$ cat config.mk
export PLATFORM = sky130hd
export DESIGN_NAME = tpss_ctrl
export DESIGN_NICKNAME = d
export VERILOG_FILES = /design/src/rtl/timed_phrase_step_sequencer_top_macros.svh /design/src/rtl/tpss_pkg.sv /design/src/rtl/tpss_ctrl.sv
export SDC_FILE = /design/constraint.sdc
export NUM_CORES = 1
export LEC_CHECK = 0
export ABC_AREA = 1
export ABC_CLOCK_PERIOD_IN_PS = 1100
export BUFFER_PORTS_ARGS = -buffer_cell sky130_fd_sc_hd__buf_4
export CAP_MARGIN = 20
export CORE_AREA = 3 3 40 42
export CTS_CLUSTER_SIZE = 14
export DETAILED_ROUTE_END_ITERATION = 8
export DIE_AREA = 0 0 43 45
export MAX_ROUTING_LAYER = met4
export SYNTH_ARGS = -nofsm -noshare
export SYNTH_HDL_FRONTEND = slang
export SYNTH_SLANG_ARGS = --single-unit
$ cat constraint.sdc
create_clock -name clk -period 1.1 [get_ports clk]
set_input_delay 0.11 -clock clk [delete_from_list [all_inputs] [get_ports clk]]
set_output_delay 0.11 -clock clk [all_outputs]
set_load 0.005 [all_outputs]
$ cat src/rtl/timed_phrase_step_sequencer_top_macros.svh
// Assertion helpers for the sequencer top.
`ifndef TIMED_PHRASE_STEP_SEQUENCER_TOP_MACROS_SVH
`define TIMED_PHRASE_STEP_SEQUENCER_TOP_MACROS_SVH

// Same-cycle implication, disabled while reset is asserted.
`define TPSS_ASSERT_IMPL(label, ante, cons, msg) \
  label: assert property (@(posedge clk) disable iff (!rst_n) (ante) |-> (cons)) \
    else $error(msg);

// Next-cycle implication, disabled while reset is asserted.
`define TPSS_ASSERT_NEXT(label, ante, cons, msg) \
  label: assert property (@(posedge clk) disable iff (!rst_n) (ante) |=> (cons)) \
    else $error(msg);

`endif

$ cat src/rtl/tpss_pkg.sv
package tpss_pkg;

  // Default table dimensions
  localparam int MAX_PHRASES_DEF = 16;
  localparam int MAX_STEPS_DEF   = 16;

  // Input modes
  localparam logic [2:0] MODE_TICK  = 3'd0;
  localparam logic [2:0] MODE_TRIG  = 3'd1;
  localparam logic [2:0] MODE_STOP  = 3'd2;
  localparam logic [2:0] MODE_WSTEP = 3'd3;
  localparam logic [2:0] MODE_WLEN  = 3'd4;

  // Result kinds
  localparam logic [2:0] KIND_ACTION    = 3'd0;
  localparam logic [2:0] KIND_COMPLETE  = 3'd1;
  localparam logic [2:0] KIND_TICK_DONE = 3'd2;
  localparam logic [2:0] KIND_STARTED   = 3'd3;
  localparam logic [2:0] KIND_REJECTED  = 3'd4;
  localparam logic [2:0] KIND_ACK       = 3'd5;

  // Phrase count register
  typedef logic [4:0] count_t;

  typedef struct packed {
    logic [2:0]  mode;
    logic [3:0]  phrase_sel;
    logic [3:0]  step_sel;
    logic [4:0]  length_in;
    logic [15:0] position_in;
    logic [7:0]  action_in;
    logic [7:0]  param_in;
    logic [15:0] value_in;
  } in_item_t;

  typedef struct packed {
    logic [2:0]  kind;
    logic [3:0]  phrase_out;
    logic [7:0]  action_out;
    logic [7:0]  param_out;
    logic [15:0] value_out;
    logic        active;
    logic        last;
  } out_item_t;

  // One step table entry
  typedef struct packed {
    logic [15:0] position;
    logic [7:0]  action;
    logic [7:0]  param;
    logic [15:0] value;
  } step_t;

  // Datapath operation requested by the controller
  typedef enum logic [2:0] {
    OP_NONE,
    OP_SCAN,
    OP_ACT,
    OP_CLOSE,
    OP_SINGLE
  } dp_op_t;

  typedef struct packed {
    logic   capture;
    dp_op_t op;
  } ctl_cmd_t;

  typedef struct packed {
    logic out_free;
    logic scan_start;
    logic scan_fire;
    logic act_more;
  } dp_stat_t;

endpackage

$ cat src/rtl/tpss_ctrl.sv
module tpss_ctrl (
  input  logic               clk,
  input  logic               rst_n,
  input  logic               in_valid,
  output logic               in_stall,
  input  tpss_pkg::dp_stat_t stat,
  output tpss_pkg::ctl_cmd_t cmd
);
  import tpss_pkg::*;

  typedef enum logic [3:0] {
    S_IDLE   = 4'b0001,
    S_SCAN   = 4'b0010,
    S_EMIT   = 4'b0100,
    S_SINGLE = 4'b1000
  } state_t;

  state_t state_r, state_nxt;

  // Next state and datapath commands
  always_comb begin
    state_nxt   = state_r;
    in_stall    = 1'b1;
    cmd.capture = 1'b0;
    cmd.op      = OP_NONE;
    case (state_r)
      S_IDLE: begin
        in_stall = 1'b0;
        if (in_valid) begin
          cmd.capture = 1'b1;
          state_nxt   = stat.scan_start ? S_SCAN : S_SINGLE;
        end
      end
      S_SCAN: begin
        cmd.op = OP_SCAN;
        if (!stat.scan_fire) begin
          state_nxt = S_EMIT;
        end
      end
      S_EMIT: begin
        if (stat.act_more) begin
          cmd.op = OP_ACT;
        end else begin
          cmd.op = OP_CLOSE;
          if (stat.out_free) begin
            state_nxt = S_IDLE;
          end
        end
      end
      S_SINGLE: begin
        cmd.op = OP_SINGLE;
        if (stat.out_free) begin
          state_nxt = S_IDLE;
        end
      end
      default: begin
        state_nxt = S_IDLE;
      end
    endcase
  end

  always_ff @(posedge clk) begin
    if (!rst_n) begin
      state_r <= S_IDLE;
    end else begin
      state_r <= state_nxt;
    end
  end

endmodule

Word-level counts from Yosys, hierarchy flattened
Cells that the tools add are included.
Word-level totals
  register bits after elaboration: 4
  bits of input ports: 7
  output and inout port bits: 5
  word-level logic and storage cells: 20
Cells by class
  equal/unequal tests: 7
  mux-type cells: 11
  reduce and logical (&&, ||, !) cells: 1
Operators by type and width (count)
  4-bit 2-to-1 mux: 5
  4-bit one-hot mux with 4 select lines: 1
  3-bit one-hot mux with 3 select lines: 1
  2-bit != test (second input constant): 3
  4-bit by 1-bit equality test with 1-bit output (second input constant): 1
  4-bit by 2-bit equality test with 1-bit output (second input constant): 1
  4-bit by 3-bit equality test with 1-bit output (second input constant): 1
  4-bit equality test (second input constant): 1
  1-bit 2-to-1 mux: 4
  3-bit AND reduction: 1

Longest topological paths before layout
Gate-level depths: netlist of run 1.
  word-level depth: 3
  mapped depth: 9
  gate-level depth less buffers: 9

Least setup slack after synthesis of run 1
No wires, ideal clock.
  path kind: register to register
  from: register state_r[2]
  to: register state_r[3]
  setup time: 113 ps
  data arrival time: 977 ps
  required time: 987 ps
  slack: 10 ps
  stages on the path, launching flop included: 10
  buffers on the path: 0
  period minus slack after synthesis: 1090 ps
  cell sequence: dfxtp_1 -> inv_1 -> nor2_1 -> nand2_1 -> nand2_1 -> nand2_2 -> inv_2 -> nor2_4 -> nor2_1 -> nor2_1
On the way
  cells in the longest elaborated chain, start to end: 3
  elaborated cells between the ends (all ways): 9
  classes of those cells: 7 x eq/ne; 1 x mux; 1 x reduce/logical
Ends and longest elaborated chain
  start: declaration: RTL line tpss_ctrl.sv:18  | state_t state_r, state_nxt;
  start signal: assignment: RTL line tpss_ctrl.sv:66  | state_r <= state_nxt;
  4-bit by 2-bit equality test with 1-bit output, or another cell as far along: RTL line tpss_ctrl.sv:26  | case (state_r)
  2-bit != test (no line)
  3-bit AND reduction (no line)
Several ways; a longest one is shown, not always the timed one.
A chain may end at the register's enable or synchronous reset.

==> impl_summary.txt, run 1 <==
----------------------------------------------------
[Status]
  Outcome ... finished with violations
  Violations in the final reports ... negative setup slack

[Timing]
  Worst slew margin relative to its limit ... 0.879
  Fin worst setup slack ... -0.165 ns
  Setup repair after global routing missed its margin ... yes
  Count of pins over their slew limit ... 0
  Final setup vio count ... 9
  Fmax ... 0.790 GHz
  Final critical delay including setup and external delays ... 1.27 ns
  Actual transition at the worst max-transition pin ... 0.181 ns
  Period Utilization, post-route ... 1.15
  Skew final ... 0.00156 ns
  Final-report hold violation count ... 0

[Synthesis]
  Adder-Cell Fraction of Synth Area ... 0
  Mapped Nets ... 56
  Post-synthesis simple-gate area fraction ... 0.605
  Sequential-to-total area share from yosys stat ... 0.275
  Gate count of the mapped netlist ... 49
  Number of register bits inferred by synthesis ... 4
  Synth top area share ... 0.275
  Warnings, synthesis ... 0
  Mux contribution to synthesized area ... 0
  Most area-consuming cells after synthesis ... sky130_fd_sc_hd__dfxtp_1, sky130_fd_sc_hd__nor2_1, sky130_fd_sc_hd__nand3_1
  Fraction of synthesized cell area in xor and xnor cells ... 0
  Top cell type by total area after synthesis ... sky130_fd_sc_hd__dfxtp_1
  Number of unique standard cell types used by synthesis ... 12
  Complex-gate fraction of the synthesized area ... 0.0172
  Dominant combinational cell family by area after synthesis ... simple AND/OR/NAND/NOR gates
  Synthesized area per cell ... 5.95 um2
  Cell area after synthesis ... 292 um2

[Critical path]
  Worst Setup Path Type ... flip-flop to primary output
  Required arrival time at the worst endpoint ... 0.99 ns
  Worst Path Arrival ... 1.16 ns
  Cell with the largest stage delay on the worst path ... sky130_fd_sc_hd__dfxtp_2
  Startpoint Class ... flip-flop
  Maximum fanout count along the critical path ... 3
  Ordered cell list for the critical path ... buf_6, nor2_4, nand3_2, buf_6, nor2_2, buf_4
  Critical path's most frequent cell ... sky130_fd_sc_hd__buf_6
  Crit. End Element ... primary output
  Slowest Stage Delay on Critical Path ... 0.32 ns

[Power and ir drop]
  Leakage ... 0.000303 uW
  Power density cells ... 2580 mW/mm2
  Peak ir drop on the vdd network ... 0.000927 V
  Final Power ... 1370 uW

[Routing]
  Wire length per cell after detailed routing ... 9.09 um
  Iter 0 DRT Violations ... 3
  Per-cell via count in the routed design ... 4.37
  DRC viols ... 0
  Number of nets still failing antenna checks after routing ... 0
  Routed vias ... 380
  Initial DRT Pass Iterations ... 4
  Routed WL ... 791 um

[Placed design]
  Count of input and output buffers ... 11
  Worst setup slack before clock tree synthesis ... -0.0588 ns
  DP Wirelength ... 603 um
  Final estimated routing congestion in global placement ... 0.797
  Total instance count after detailed placement ... 82

[Layout]
  Sequential Area ... 83.8 um2
  Multi-input combinational cell area ... 214 um2
  Number of flip-flops under the largest register name ... 4
  Largest registers ... state_r: 4 flops
  Fillers ... 148
  Total number of nets in the final design ... 81
  Layout area overhead ... 82.0%
  Register with the most flip-flops ... state_r
  Number of standard cells in the final layout excluding fillers ... 87
  Count of inserted antenna diode cells ... 0
  Fraction of layout cells with a size suffix above 1 ... 0.528

[Clock network]
  Clock Pin Slew Worst Setup and Hold Paths ... 0.04 ns
  TritonCTS clock tree ... done
  Master cell of the clock root buffer ... sky130_fd_sc_hd__clkbuf_4
  Num CTS Buffers ... 3
  Buffers from clock root to sink, at most ... 2
  Number of buffers inserted for hold repair after clock tree synthesis ... 0
  H-tree level count ... 1
  Skew-Pair Late Insertion Delay ... 0.23 ns
  Total clock sinks ... 4

[Floorplan]
  Total core area ... 0.00128 mm2
  Number of top-level design ports ... 12
  Width of the die ... 43 um
  Overall die area ... 0.00194 mm2
  Initial Util ... 0.227
  Number of standard-cell rows in the floorplan ... 13
  Die height ... 45 um

[Global routing]
  Global-route total usage across every layer ... 0.0960
  Antenna violations before repair ... 0
  Via count of the first global-routing pass ... 365
  Largest net degree at the start of global routing ... 5
  Global-route wire length before repair ... 1.36 mm
  Grt total ovfl ... 0

[Flow run]
  Number of maximum-capacitance violations ... 0

[Worst hold path]
  Type of the tightest min-delay check ... primary input to flip-flop

----------------------------------------------------
[stage by stage]
stage | util | hold WS, ns | cell area, um2 | TNS (ns)
global route | 0.413 | 0.138 | 531 | -1.85
global placement | 0.347 | 0.358 | 445 | -0.152
CTS | 0.408 | 0.124 | 524 | -1.26
detailed placement | 0.347 | 0.367 | 445 | -0.197
finish | 0.413 | 0.132 | 531 | -1.02
floorplan | - | 0.231 | 292 | 0
[cell usage after synthesis]
master and n:
sky130_fd_sc_hd__or2_0 1, sky130_fd_sc_hd__nand3_2 1, sky130_fd_sc_hd__nand3_1 8, sky130_fd_sc_hd__dfxtp_1 4, sky130_fd_sc_hd__inv_2 1, sky130_fd_sc_hd__nor2_4 2, sky130_fd_sc_hd__o21ai_0 1, sky130_fd_sc_hd__nand2_1 9
sky130_fd_sc_hd__nand2_2 1, sky130_fd_sc_hd__nor2_1 12, sky130_fd_sc_hd__inv_1 7, sky130_fd_sc_hd__nand4_1 2
[layout by cell type, fill, tap and decap left out]
cell type / synthesis / layout
sky130_fd_sc_hd__nor2_2: 0 / 3
sky130_fd_sc_hd__dfxtp_1: 4 / 1
sky130_fd_sc_hd__or2_0: 1 / 1
sky130_fd_sc_hd__nor2_4: 2 / 4
sky130_fd_sc_hd__nand2_2: 1 / 1
sky130_fd_sc_hd__nor2_1: 12 / 7
sky130_fd_sc_hd__nand3_1: 8 / 6
sky130_fd_sc_hd__nand2_1: 9 / 9
sky130_fd_sc_hd__buf_4: 0 / 17
sky130_fd_sc_hd__nand4_1: 2 / 2
sky130_fd_sc_hd__nand3_2: 1 / 3
sky130_fd_sc_hd__o21ai_1: 0 / 1
sky130_fd_sc_hd__clkbuf_4: 0 / 3
sky130_fd_sc_hd__inv_1: 7 / 7
sky130_fd_sc_hd__inv_2: 1 / 1
sky130_fd_sc_hd__dfxtp_2: 0 / 3
sky130_fd_sc_hd__buf_6: 0 / 3
[cell type report]
cell class	count	share of cell area
Clock buffer	3	0.0425
Inverter	8	0.0566
Multi-Input combinational cell	37	0.403
Sequential cell	4	0.158
Tap cell	15	0.0354
Timing Repair Buffer	20	0.304
[logic make-up after synthesis]
kind of cell           count (synthesis)
AND/OR/NAND/NOR                       36
AO/OA/AOI/OAI                          1
buffers and inverters                  8
flip-flops                             4
[layer usage]
layer / vias to the layer above / GRT usage / wire (um)
met4: 0 / 0.0602 / 0
met3: 0 / 0.0239 / 58
met5: - / - / 0
met2: 11 / 0.150 / 379
li1: 201 / - / -
met1: 168 / 0.111 / 353
[path summary, 6_finish.rpt]
path	start	to	slack, ns	cells after the start
worst max-delay path	state_r[2]$_SDFFE_PN0P_	cmd[3]	-0.17	6
worst min-delay path	rst_n	state_r[3]$_SDFFE_PN0P_	0.13	3
worst max register to register	state_r[2]$_SDFFE_PN0P_	state_r[3]$_SDFFE_PN0P_	-0.14	8
worst min register to register	state_r[2]$_SDFFE_PN0P_	state_r[2]$_SDFFE_PN0P_	0.50	2
[power breakdown]
part	total [uW]	internal, uW	switching (uW)
logic	914	488	426
clock network	178	122	56.5
registers	277	211	66.2
[worst max-delay path, delay by kind of cell (launching register included)]
family | cells | cell delay [ns]
buf+inv | 3 | 0.35
flops | 1 | 0.32
simple gates | 3 | 0.26
[timing repair]
action | CTS | global route
setup buffers | 2 | 0
gates cloned | 0 | 0
pin swaps | 8 | 3
resized for setup | 13 | 3
setup endpoints to repair | 9 | 9
Power figures use the tool's default switching activity.
==> run 2: changes to the inputs <==
--- a/config.mk
+++ b/config.mk
@@ -6,7 +6,7 @@
 export NUM_CORES = 1
 export LEC_CHECK = 0
 export ABC_AREA = 1
-export ABC_CLOCK_PERIOD_IN_PS = 1100
+export ABC_CLOCK_PERIOD_IN_PS = 1270
 export BUFFER_PORTS_ARGS = -buffer_cell sky130_fd_sc_hd__buf_4
 export CAP_MARGIN = 20
 export CORE_AREA = 3 3 40 42
==> constraint.sdc (replaced) <==
create_clock -name clk -period 1.27 [get_ports clk]
set_input_delay 0.127 -clock clk [delete_from_list [all_inputs] [get_ports clk]]
set_output_delay 0.127 -clock clk [all_outputs]
set_load 0.005 [all_outputs]
==> run 2 against run 1 <==
Against the previous run:
- the flow now finishes without violations
- clock skew down 0.00073 ns
- largest cell class unchanged
- combinational power down 38%
- worst setup slack better by 0.25 ns
- critical endpoint is now cmd[0]
- critical path depth down 1
- sequential cell count unchanged
- power down 29%
- final cell count down 9.2%
- sequential power down 11%
- register-to-register slack better by 0.29 ns
- worst hold slack better by 0.011 ns
- global-route usage down 0.85 points
==> impl_summary.txt, run 2 (synthesis results as in run 1) <==
----------------------------------------------------
[Global routing]
  Global-route total usage across every layer ... 0.0875
  Via count of the first global-routing pass ... 296
  Grt total ovfl ... 0
  Largest net degree at the start of global routing ... 6
  Global-route wire length before repair ... 1.18 mm
  Antenna violations before repair ... 0

[Worst hold path]
  Launch instance of the worst min-delay path ... rst_n
  Type of the tightest min-delay check ... primary input to flip-flop

[Placed design]
  Final estimated routing congestion in global placement ... 0.775
  Total placed instance area ... 400 um2
  DP Wirelength ... 559 um
  Count of input and output buffers ... 11

[Clock network]
  Skew-Pair Late Insertion Delay ... 0.23 ns
  H-tree level count ... 1
  Num CTS Buffers ... 3
  Postcts setup bufs ... 0
  Buffers from clock root to sink, at most ... 2
  Clock Pin Slew Worst Setup and Hold Paths ... 0.04 ns
  Total clock sinks ... 4
  Master cell of the clock root buffer ... sky130_fd_sc_hd__clkbuf_4
  Number of buffers inserted for hold repair after clock tree synthesis ... 0
  TritonCTS clock tree ... done

[Power and ir drop]
  Final Power ... 972 uW
  Peak ir drop on the vdd network ... 0.000666 V
  Power density cells ... 2130 mW/mm2
  Leakage ... 0.000259 uW

[Routing]
  Initial DRT Pass Iterations ... 1
  Iter 0 DRT Violations ... 0
  Routed WL ... 655 um
  Routed vias ... 324
  Per-cell via count in the routed design ... 4.10
  Number of nets still failing antenna checks after routing ... 0
  Wire length per cell after detailed routing ... 8.29 um
  DRC viols ... 0

[Layout]
  Number of flip-flops under the largest register name ... 4
  Total number of nets in the final design ... 73
  Register with the most flip-flops ... state_r
  Largest registers ... state_r: 4 flops
  Final Cell Area ... 455 um2
  Layout area overhead ... 56.2%
  Most frequent cells in the layout ... sky130_fd_sc_hd__buf_4, sky130_fd_sc_hd__nor2_1, sky130_fd_sc_hd__nand3_1
  Fillers ... 142
  Fraction of layout cells with a size suffix above 1 ... 0.484
  Most common cell after layout, fill and taps aside ... sky130_fd_sc_hd__buf_4
  Count of inserted antenna diode cells ... 0

[Timing]
  Worst slew margin relative to its limit ... 0.885
  Final-report hold violation count ... 0
  Count of pins over their slew limit ... 0
  Actual transition at the worst max-transition pin ... 0.171 ns
  Final setup vio count ... 0
  Setup repair after global routing missed its margin ... yes
  Fmax ... 0.842 GHz
  Period Utilization, post-route ... 0.935
  Final critical delay including setup and external delays ... 1.19 ns
  Skew final ... 0.000833 ns

[Critical path]
  Crit. End Element ... primary output
  Required arrival time at the worst endpoint ... 1.14 ns
  Worst Setup Path Type ... flip-flop to primary output
  Worst Path Arrival ... 1.06 ns
  Maximum fanout count along the critical path ... 3
  Worst reg-to-reg setup slack ... 0.15 ns
  Startpoint of the most critical register-to-register path ... state_r[0]$_SDFFE_PN1P_
  Startpoint Class ... flip-flop
  Worst setup path start ... state_r[2]$_SDFFE_PN0P_

[Floorplan]
  Number of top-level design ports ... 12
  Overall die area ... 0.00194 mm2
  Initial Util ... 0.227
  Width of the die ... 43 um
  Die height ... 45 um
  Number of standard-cell rows in the floorplan ... 13
  Total core area ... 0.00128 mm2

[Flow run]
  Number of maximum-capacitance violations ... 0

[Status]
  Outcome ... completed

----------------------------------------------------
## run 2: area by class of cell
type | count | area [um2] | area share
repair buffers | 12 | 90.1 | 0.198
clock buffers | 3 | 22.5 | 0.0495
well taps | 15 | 18.8 | 0.0412
inverters | 8 | 30.0 | 0.0659
multi-input cells | 37 | 210 | 0.462
flip-flops and latches | 4 | 83.8 | 0.184
## run 2: worst max-delay path, cell delays in order (launching register included)
cell and delay [ns]:
sky130_fd_sc_hd__dfxtp_2 0.35, sky130_fd_sc_hd__inv_2 0.06, sky130_fd_sc_hd__nor2_4 0.11, sky130_fd_sc_hd__nand2_2 0.07, sky130_fd_sc_hd__o21ai_2 0.12, sky130_fd_sc_hd__buf_4 0.11
## run 2: worst paths after layout
check                                 end  cells past startpoint
setup / recovery                   cmd[0]                      5
hold / removal    state_r[2]$_SDFFE_PN0P_                      3
setup reg to reg  state_r[3]$_SDFFE_PN0P_                      8
hold reg to reg   state_r[1]$_SDFFE_PN0P_                      2
## run 2: metrics by stage
step                setup slack [ns]  instances   util  setup TNS [ns]  hold WS, ns
finish                        0.0825         79  0.354               0        0.143
global route                 -0.0142         79  0.354         -0.0142        0.153
CTS                          0.00967         79  0.332               0        0.142
detailed placement            0.0765         76  0.312               0        0.389
global placement              0.0917         76  0.312               0        0.380
floorplan                      0.180         49      -               0        0.248
## run 2: per-layer routing
layer,global-route usage,part of all wire
met5,-,0
met4,0.0361,0
met3,0.0518,0.12
met2,0.108,0.38
met1,0.113,0.50
## run 2: timing repair
item                                   CTS  global route
pin swaps                                0             4
gates resized for setup                  2            12
setup endpoints to repair                1             5
endpoints found under the hold margin    0             0
## run 2: report_power, final
part           leakage [uW]  switching [uW]  total (uW)  internal, uW
combinational      0.000211             309         571           263
sequential        0.0000342            63.8         246           183
clock             0.0000138            48.5         154           105
